==> src/rtl/core/rae_pkg.sv <==
package rae_pkg;

	// operation codes carried in bits 31..27 of the instruction
	typedef enum logic [4:0] {
		OP_STOP = 5'd0,
		OP_ADD  = 5'd1,
		OP_SUB  = 5'd2,
		OP_MUL  = 5'd3,
		OP_DIV  = 5'd4,
		OP_AND  = 5'd5,
		OP_OR   = 5'd6,
		OP_XOR  = 5'd7,
		OP_SHL  = 5'd8,
		OP_SHR  = 5'd9,
		OP_SLT  = 5'd10,
		OP_SLE  = 5'd11,
		OP_SEQ  = 5'd12
	} opcode_t;

	// completion codes reported with each result
	typedef enum logic [2:0] {
		ST_OK      = 3'd0,
		ST_STOP    = 3'd1,
		ST_UNSUP   = 3'd2,
		ST_DIVZERO = 3'd3,
		ST_HALTED  = 3'd4
	} status_t;

	// instruction word fields
	localparam int OPC_LSB  = 27;
	localparam int SRC_LSB  = 22;
	localparam int IMM_BIT  = 21;
	localparam int OPND_LSB = 5;
	localparam int FIELD_W  = 5;
	localparam int IMM_W    = 16;
	localparam int OUT_W    = 32;

	typedef struct packed {
		logic    start;
		opcode_t op;
	} alu_req_t;

	typedef struct packed {
		logic done;
		logic div_zero;
	} alu_rsp_t;

endpackage

==> src/rtl/core/rae_ram.sv <==
module rae_ram #(
	parameter int WIDTH = 32,
	parameter int DEPTH = 32
) (
	input  logic                     clk,
	input  logic                     we,
	input  logic [$clog2(DEPTH)-1:0] waddr,
	input  logic [WIDTH-1:0]         wdata,
	input  logic [$clog2(DEPTH)-1:0] raddr,
	output logic [WIDTH-1:0]         rdata
);

	logic [WIDTH-1:0] mem [DEPTH];

	always_ff @(posedge clk) begin
		if (we) begin
			mem[waddr] <= wdata;
		end
		rdata <= mem[raddr];
	end

endmodule

==> src/rtl/core/rae_alu.sv <==
module rae_alu
	import rae_pkg::*;
#(
	parameter int DATA_WIDTH = 32
) (
	input  logic                  clk,
	input  logic                  arst_n,
	input  alu_req_t              req,
	input  logic [DATA_WIDTH-1:0] a,
	input  logic [DATA_WIDTH-1:0] b,
	output alu_rsp_t              rsp,
	output logic [DATA_WIDTH-1:0] res
);

	localparam int W     = DATA_WIDTH;
	localparam int CNT_W = $clog2(DATA_WIDTH);
	localparam int SH_W  = $clog2(DATA_WIDTH);

	opcode_t        op_q;
	logic [W-1:0]   x_q;      // operand a, multiplicand or quotient
	logic [W-1:0]   y_q;      // operand b, multiplier or divisor
	logic [W-1:0]   acc_q;    // product or partial remainder
	logic [CNT_W-1:0] cnt_q;
	logic           busy_q;
	logic           done_q;
	logic           dz_q;
	logic [W-1:0]   res_q;

	logic [W:0]     ax;
	logic [W:0]     ay;
	logic           sub;
	logic [W:0]     sum;
	logic [W:0]     rem_sh;
	logic [W-1:0]   single;
	logic [W-1:0]   mul_next;
	logic [W-1:0]   quo_next;
	logic [W-1:0]   rem_next;

	assign rem_sh = {acc_q, x_q[W-1]};

	// the one shared adder
	always_comb begin
		ax  = {1'b0, x_q};
		ay  = {1'b0, y_q};
		sub = 1'b0;
		case (op_q) inside
			OP_SUB, OP_SLT, OP_SEQ: begin
				sub = 1'b1;
			end
			OP_SLE: begin
				ax  = {1'b0, y_q};
				ay  = {1'b0, x_q};
				sub = 1'b1;
			end
			OP_MUL: begin
				ax = {1'b0, acc_q};
				ay = {1'b0, x_q};
			end
			OP_DIV: begin
				ax  = rem_sh;
				ay  = {1'b0, y_q};
				sub = 1'b1;
			end
			default: begin
				sub = 1'b0;
			end
		endcase
		sum = ax + (sub ? ~ay : ay) + (W+1)'(sub);
	end

	always_comb begin
		case (op_q) inside
			OP_ADD, OP_SUB: single = sum[W-1:0];
			OP_AND:         single = x_q & y_q;
			OP_OR:          single = x_q | y_q;
			OP_XOR:         single = x_q ^ y_q;
			OP_SHL:         single = (y_q < W'(DATA_WIDTH)) ? (x_q << y_q[SH_W-1:0]) : '0;
			OP_SHR:         single = (y_q < W'(DATA_WIDTH)) ? (x_q >> y_q[SH_W-1:0]) : '0;
			OP_SLT:         single = W'(sum[W]);
			OP_SLE:         single = W'(!sum[W]);
			OP_SEQ:         single = W'(sum[W-1:0] == '0);
			default:        single = '0;
		endcase
	end

	assign mul_next = y_q[0] ? sum[W-1:0] : acc_q;
	assign quo_next = {x_q[W-2:0], !sum[W]};
	assign rem_next = sum[W] ? rem_sh[W-1:0] : sum[W-1:0];

	always_ff @(posedge clk or negedge arst_n) begin
		if (!arst_n) begin
			busy_q <= 1'b0;
			done_q <= 1'b0;
		end else begin
			done_q <= 1'b0;
			if (req.start) begin
				if (req.op == OP_DIV && b == '0) begin
					busy_q <= 1'b0;
					done_q <= 1'b1;
				end else begin
					busy_q <= 1'b1;
				end
			end else if (busy_q) begin
				if ((op_q != OP_MUL && op_q != OP_DIV) || cnt_q == '0) begin
					busy_q <= 1'b0;
					done_q <= 1'b1;
				end
			end
		end
	end

	always_ff @(posedge clk) begin
		if (req.start) begin
			op_q  <= req.op;
			x_q   <= a;
			y_q   <= b;
			acc_q <= '0;
			cnt_q <= CNT_W'(DATA_WIDTH - 1);
			dz_q  <= (req.op == OP_DIV && b == '0);
			res_q <= '1;
		end else if (busy_q) begin
			cnt_q <= cnt_q - 1'b1;
			case (op_q)
				OP_MUL: begin
					acc_q <= mul_next;
					x_q   <= x_q << 1;
					y_q   <= y_q >> 1;
					res_q <= mul_next;
				end
				OP_DIV: begin
					acc_q <= rem_next;
					x_q   <= quo_next;
					res_q <= quo_next;
				end
				default: begin
					res_q <= single;
				end
			endcase
		end
	end

	assign rsp.done     = done_q;
	assign rsp.div_zero = dz_q;
	assign res          = res_q;

endmodule

==> src/rtl/core/register_alu_instruction_executor.sv <==
// stop, unsupported and post-halt transactions go straight to S_RESP; all others pass S_RDB,
// S_LOAD and S_EXEC, where a division by zero finishes without iterating and mul and div iterate
// a new transaction is accepted only once the previous result has left S_RESP, so output stalls slow the flow;
// mul and div run one shift-add or shift-subtract step per cycle on the shared adder
// operands come from one register file read port, operand a first and then operand b
// reset (arst_n low): all registers read as zero, halt flag cleared, no result pending
module register_alu_instruction_executor
	import rae_pkg::*;
#(
	parameter int REG_COUNT  = 32,
	parameter int DATA_WIDTH = 32
) (
	input  logic        clk,
	input  logic        arst_n,

	input  logic        in_valid,
	output logic        in_ready,
	input  logic [31:0] instruction_word,

	output logic        out_valid,
	input  logic        out_ready,
	output logic [4:0]  dest_index,
	output logic [31:0] write_value,
	output logic        write_enable,
	output logic [2:0]  status
);

	localparam int W     = DATA_WIDTH;
	localparam int IDX_W = $clog2(REG_COUNT);
	localparam int EXT_W = (DATA_WIDTH > OUT_W) ? DATA_WIDTH : OUT_W;

	// sequencer states
	typedef enum logic [4:0] {
		S_IDLE = 5'b00001,  // waiting for a transaction, reading operand a
		S_RDB  = 5'b00010,  // capture a, read operand b
		S_LOAD = 5'b00100,  // capture b, kick the alu
		S_EXEC = 5'b01000,  // alu iterating
		S_RESP = 5'b10000   // result waits for the output register
	} state_t;

	state_t state_q;

	// index reduction table: a 5-bit field modulo the register count
	logic [IDX_W-1:0] idx_lut [2**FIELD_W];

	for (genvar i = 0; i < 2**FIELD_W; i++) begin : g_idx
		assign idx_lut[i] = IDX_W'(i % REG_COUNT);
	end

	// decoded fields of the incoming instruction
	logic [FIELD_W-1:0] in_opc;
	logic [IDX_W-1:0]   in_src;
	logic [IDX_W-1:0]   in_opnd;
	logic [IDX_W-1:0]   in_dst;

	assign in_opc  = instruction_word[OPC_LSB +: FIELD_W];
	assign in_src  = idx_lut[instruction_word[SRC_LSB +: FIELD_W]];
	assign in_opnd = idx_lut[instruction_word[OPND_LSB +: FIELD_W]];
	assign in_dst  = idx_lut[instruction_word[0 +: FIELD_W]];

	// instruction held while it executes
	logic [FIELD_W-1:0] opc_q;
	logic [IDX_W-1:0]   opnd_q;
	logic [IDX_W-1:0]   dst_q;
	logic               imm_q;
	logic [IMM_W-1:0]   imm_val_q;
	logic [W-1:0]       a_q;
	logic               halted_q;

	// result waiting in S_RESP
	logic [W-1:0]       pend_val_q;
	logic               pend_we_q;
	status_t            pend_st_q;

	// output register
	logic               out_valid_q;
	logic [4:0]         dest_index_q;
	logic [OUT_W-1:0]   write_value_q;
	logic               write_enable_q;
	status_t            status_q;

	// register file: memory plus one valid bit per entry so reset reads as zero
	logic [REG_COUNT-1:0] vld_q;
	logic                 rd_vld_q;
	logic [IDX_W-1:0]     ram_raddr;
	logic [W-1:0]         ram_rdata;
	logic [W-1:0]         rf_data;
	logic                 ram_we;

	// alu interface
	alu_req_t             alu_req;
	alu_rsp_t             alu_rsp;
	logic [W-1:0]         alu_b;
	logic [W-1:0]         alu_res;

	logic                 in_fire;
	logic                 out_free;
	logic [EXT_W-1:0]     val_ext;

	assign in_ready  = (state_q == S_IDLE);
	assign in_fire   = in_valid && in_ready;
	assign out_free  = !out_valid_q || out_ready;

	// operand a is read in the accept cycle, operand b in the cycle after
	assign ram_raddr = (state_q == S_IDLE) ? in_src : opnd_q;
	assign rf_data   = rd_vld_q ? ram_rdata : '0;
	assign ram_we    = (state_q == S_RESP) && out_free && pend_we_q;

	rae_ram #(
		.WIDTH (W),
		.DEPTH (REG_COUNT)
	) u_rf (
		.clk   (clk),
		.we    (ram_we),
		.waddr (dst_q),
		.wdata (pend_val_q),
		.raddr (ram_raddr),
		.rdata (ram_rdata)
	);

	// immediate is zero-extended from 16 bits then cut to the data width
	assign alu_b         = imm_q ? W'(imm_val_q) : rf_data;
	assign alu_req.start = (state_q == S_LOAD);
	assign alu_req.op    = opcode_t'(opc_q);

	rae_alu #(
		.DATA_WIDTH (W)
	) u_alu (
		.clk    (clk),
		.arst_n (arst_n),
		.req    (alu_req),
		.a      (a_q),
		.b      (alu_b),
		.rsp    (alu_rsp),
		.res    (alu_res)
	);

	assign val_ext = EXT_W'(pend_val_q);

	// sequencer and control state
	always_ff @(posedge clk or negedge arst_n) begin
		if (!arst_n) begin
			state_q     <= S_IDLE;
			halted_q    <= 1'b0;
			out_valid_q <= 1'b0;
			vld_q       <= '0;
			pend_we_q   <= 1'b0;
		end else begin
			// a new result replaces the one leaving in the same cycle
			if (state_q == S_RESP && out_free) begin
				out_valid_q <= 1'b1;
			end else if (out_valid_q && out_ready) begin
				out_valid_q <= 1'b0;
			end
			unique case (state_q)
				S_IDLE: begin
					if (in_fire) begin
						pend_we_q <= 1'b0;
						if (halted_q) begin
							state_q <= S_RESP;
						end else if (in_opc == OP_STOP) begin
							halted_q <= 1'b1;
							state_q  <= S_RESP;
						end else if (in_opc > OP_SEQ) begin
							state_q <= S_RESP;
						end else begin
							state_q <= S_RDB;
						end
					end
				end
				S_RDB: begin
					state_q <= S_LOAD;
				end
				S_LOAD: begin
					state_q <= S_EXEC;
				end
				S_EXEC: begin
					if (alu_rsp.done) begin
						pend_we_q <= 1'b1;
						state_q   <= S_RESP;
					end
				end
				S_RESP: begin
					if (out_free) begin
						if (pend_we_q) begin
							vld_q[dst_q] <= 1'b1;
						end
						state_q <= S_IDLE;
					end
				end
				default: begin
					state_q <= S_IDLE;
				end
			endcase
		end
	end

	// datapath registers
	always_ff @(posedge clk) begin
		rd_vld_q <= vld_q[ram_raddr];
		if (in_fire) begin
			opc_q     <= in_opc;
			opnd_q    <= in_opnd;
			dst_q     <= in_dst;
			imm_q     <= instruction_word[IMM_BIT];
			imm_val_q <= instruction_word[OPND_LSB +: IMM_W];
			pend_val_q <= '0;
			if (halted_q) begin
				pend_st_q <= ST_HALTED;
			end else if (in_opc == OP_STOP) begin
				pend_st_q <= ST_STOP;
			end else if (in_opc > OP_SEQ) begin
				pend_st_q <= ST_UNSUP;
			end else begin
				pend_st_q <= ST_OK;
			end
		end
		if (state_q == S_RDB) begin
			a_q <= rf_data;
		end
		if (state_q == S_EXEC && alu_rsp.done) begin
			pend_val_q <= alu_res;
			pend_st_q  <= alu_rsp.div_zero ? ST_DIVZERO : ST_OK;
		end
		if (state_q == S_RESP && out_free) begin
			// no write reports zero index and value
			dest_index_q   <= pend_we_q ? 5'(dst_q) : '0;
			write_value_q  <= pend_we_q ? val_ext[OUT_W-1:0] : '0;
			write_enable_q <= pend_we_q;
			status_q       <= pend_st_q;
		end
	end

	assign out_valid    = out_valid_q;
	assign dest_index   = dest_index_q;
	assign write_value  = write_value_q;
	assign write_enable = write_enable_q;
	assign status       = status_q;

endmodule
==> config.mk <==
export PLATFORM = sky130hd
export DESIGN_NAME = register_alu_instruction_executor
export DESIGN_NICKNAME = d
export VERILOG_FILES = /design/src/rtl/core/rae_pkg.sv /design/src/rtl/core/rae_ram.sv /design/src/rtl/core/rae_alu.sv /design/src/rtl/core/register_alu_instruction_executor.sv
export SDC_FILE = /design/constraint.sdc
export NUM_CORES = 2
export LEC_CHECK = 0
export BUFFER_PORTS_ARGS = -buffer_cell sky130_fd_sc_hd__buf_2
export CORE_AREA = 5 5 341 343
export DETAILED_ROUTE_END_ITERATION = 8
export DIE_AREA = 0 0 346 348
export GPL_ROUTABILITY_DRIVEN = 0
export GPL_TIMING_DRIVEN = 1
export PLACE_DENSITY = 0.76
export SYNTH_ARGS = -nofsm -noshare
export SYNTH_HDL_FRONTEND = slang
export SYNTH_HIERARCHICAL = 1
export SYNTH_SLANG_ARGS = --single-unit
==> constraint.sdc <==
create_clock -name clk -period 5 [get_ports clk]
set_input_delay 0.25 -clock clk [delete_from_list [all_inputs] [get_ports clk]]
set_output_delay 0.25 -clock clk [all_outputs]
set_load 0.005 [all_outputs]
==> results.md <==
- Grt ovf: 0
- Full die area: 120,400 um2
- Clock tree from TritonCTS: built
- Largest net degree at the start of global routing: 119
- Mapped Nets: 5,011
- Post-synth EDFFs: 1,229
- CP max stage cell: and4bb_4
- Largest cells by area after synthesis: edfxtp_1 58%, mux2i_1 9.1%, dfxtp_1 3.2%
- Die outline height: 348 um
- Deepest clock path buffer count: 3
- Place WS: 0.2030 ns
- WL/cell: 28.84 um
- Drt via density: 6.726
- Number of synthesized register bits: 1,373
- Slew @ Worst Pin: 1.379 ns
- Largest Register: u_rf/mem
- Synth top area share: 0.5783
- Crit start category: flip-flop
- CTS H-Tree Depth: 4
- Relative slew slack: 0.08035
- Die width: 346 um
- Vias: 44,880
- Worst Skew: 0.04556 ns
- Most common cell after layout, fill and taps aside: edfxtp_1
- Pwr dens: 435.1 nW/um2
- Number of placement rows: 124
- Final Hold Violating Endpoints: 0
- CP max FO: 19
- Post-synthesis cell count: 4,877
- Reg clk slew, reported paths: 0.06 ns
- Synth area leader: edfxtp_1
- Antenna violations before repair: 13
- Sequential fraction of the synthesis area: 0.6268
- LEAKAGE: 26.43 nW
- # setup viols final: 0
- Kind of critical path: flip-flop to flip-flop
- Skew-Pair Late Insertion Delay: 0.77 ns
- Initial Utilization: 0.5635
- CP Capture Type: flip-flop
- DP HPWL: 125.1 mm
- Clock sink total: 1,373
- Num ports: 79
- CP Data Arrival Time: 5.50 ns
- Layout cell share with drive strength beyond 1: 0.1414
- Worst Path Required: 5.64 ns
- Fillcell total: 8,221
- Vias in the first global route: 42,660
- First-pass GRT wire length: 280.7 mm
- DRT Wirelength: 192.5 mm
- Max Slew Vio Count: 0
- Area delta synth->final: 12.93%
- Post-synth cell types: 106
- Max reg flops: 1,024
- Hold Path Class: primary input to asynchronous set/reset pin
- Fin nets: 5,172
- Failing checks: design-rule violations
- Mapped Area: 63,820 um2
- Post-synth top flop: edfxtp_1
- DR DRC count: 16
- Setup ws final: 0.1416 ns
- IO buf count: 78
- Fmax: 205.8 MHz
- Antenna viol nets, final: 0
- VDD IR max: 0.3812 mV
- Final worst path period need: 4.858 ns
- Critical Path Max Stage Delay: 0.51 ns
- Syn Area/Cell: 13.09 um2
- Root Buffer: clkbuf_16
- Most frequent cells in the layout: 1,229 x edfxtp_1, 581 x mux2i_1, 394 x nand2_1, 282 x a21oi_1, 241 x nor2_1
- Max cap viols: 0
- Pre-Repair DR Iteration Count: 9
- Worst Path Buf+Inv: 2
- Status: complete, but fails checks
- Core Area: 113,300 um2
- CP Cell Sequence: and4bb_4 > and2_1 > buf_4 > nand2_1 > a21oi_1 > ha_1 > a21oi_1 > o211ai_1 > buf_4 > a2111o_1 > mux2i_1 > nor2_1 > nor3_1 > nand4_1 > nand4b_1 > or4b_1 > o31ai_1
- Total power: 31.36 mW
- Total CTS buffers: 141
- CP top delay family: simple AND/OR/NAND/NOR gates
- Total GRT Usage: 0.3100
- Final cycle utilization of the critical path: 0.9717
- Post-synth ARST share: 0.03059
- Initial drt markers: 6,879
- Synth Warn #: 6
[stage by stage]
step / setup TNS (ns) / hold WS [ns] / cells / instance area [um2] / utilization
after detailed placement: 0 / 0.4052 / 6374 / 67050 / 0.5920
after global placement: 0 / 0.4066 / 6374 / 67050 / 0.5920
after CTS: 0 / 0.1634 / 6666 / 72000 / 0.6357
final: 0 / 0.1953 / 6673 / 72070 / 0.6363
after floorplan: 0 / -0.04559 / 4877 / 63820 / -
after global routing: -0.01424 / 0.1835 / 6669 / 72060 / 0.6362
[cell families (layout without fill, tap and decap cells)]
| group | Yosys count | after routing | share of synthesized area |
|---|---|---|---|
| DFF | 1373 | 1373 | 0.6268 |
| and+or+nand+nor | 1186 | 1186 | 0.08817 |
| AOI/OAI and AO/OA | 1046 | 1046 | 0.1065 |
| muxes | 681 | 681 | 0.1204 |
| buffers and inverters | 435 | 715 | 0.03084 |
| adders and majority gates | 98 | 98 | 0.01933 |
| xor gates and xnor gates | 58 | 58 | 0.007960 |
| other | 0 | 4 | 0 |
[report_power, final]
group	total [mW]	internal [mW]	switching [mW]	leakage, nW
Clock	10.5	5.99	4.48	2.26
Sequential	14.0	13.3	0.706	12.6
Combinational	6.84	2.49	4.35	11.6
Total	31.4	21.8	9.54	26.4
[path summary, 6_finish.rpt]
path                                         startpoint                        end  slack [ns]  depth (start not counted)
worst max register to register  u_alu/op_q[2]$_DFFE_PP_  u_alu/res[0]$_SDFFE_PP1P_        0.14                         17
worst max-delay path            u_alu/op_q[2]$_DFFE_PP_  u_alu/res[0]$_SDFFE_PP1P_        0.14                         17
max in group asynchronous                        arst_n       vld_q[2]$_DFFE_PN0P_        4.19                          2
min in group clk                    instruction_word[0]         dst_q[0]$_DFFE_PP_        0.20                          2
worst min-delay path                             arst_n      pend_we_q$_DFFE_PN0P_        0.20                          2
worst min register to register   pend_st_q[0]$_DFFE_PP_        status[0]$_DFFE_PN_        0.42                          0
[cell usage after synthesis, types with 32 or more instances]
cell	number
a21o_1	38
a21oi_1	285
a22o_1	67
a22oi_1	126
a31oi_1	51
and2_1	83
and3_1	43
buf_1	32
buf_2	50
buf_4	38
clkbuf_1	206
dfrtp_1	41
dfxtp_1	102
edfxtp_1	1229
ha_1	97
inv_1	84
mux2_2	36
mux2i_1	581
mux4_2	58
nand2_1	396
nand3_1	135
nor2_1	276
nor2b_1	57
nor3_1	70
o21ai_0	206
o22ai_1	50
xnor2_1	52
[worst register-to-register path: stages (launching register included)]
cell and delay [ns]:
edfxtp_1 0.50, and4bb_4 0.51, and2_1 0.18, buf_4 0.24, nand2_1 0.09, a21oi_1 0.18
ha_1 0.28, a21oi_1 0.28, o211ai_1 0.25, buf_4 0.21, a2111o_1 0.36, mux2i_1 0.22
nor2_1 0.17, nor3_1 0.21, nand4_1 0.18, nand4b_1 0.23, or4b_1 0.48, o31ai_1 0.20
[area by class of cell]
cell class | instances | area (um2) | share of cell area
multi-input combinational | 3069 | 22230 | 0.3085
inverter | 91 | 344.1 | 0.004774
clock inverter | 69 | 681.9 | 0.009462
clock buffer | 193 | 3971 | 0.05511
antenna | 4 | 10.01 | 0.0001389
sequential | 1373 | 40000 | 0.5550
tap | 1512 | 1892 | 0.02625
timing repair buffer | 362 | 2935 | 0.04073
[repair_timing]
action	in CTS	in global routing
endpoints found under the hold margin	76	0
setup endpoints to repair	0	28
gates resized for setup	0	9
setup buffers	0	3
hold buffers	30	0
[layer usage]
metal | global-route usage | share of wire | wire [um] | up-vias
li1 | - | - | - | 18910
met1 | 0.4100 | 0.37 | 70540 | 21960
met2 | 0.4928 | 0.46 | 88520 | 3287
met3 | 0.07733 | 0.12 | 22610 | 724
met4 | 0.1362 | 0.056 | 10730 | 6
met5 | 0 | 0.00032 | 61 | -
(Power assumes the default switching activity.)
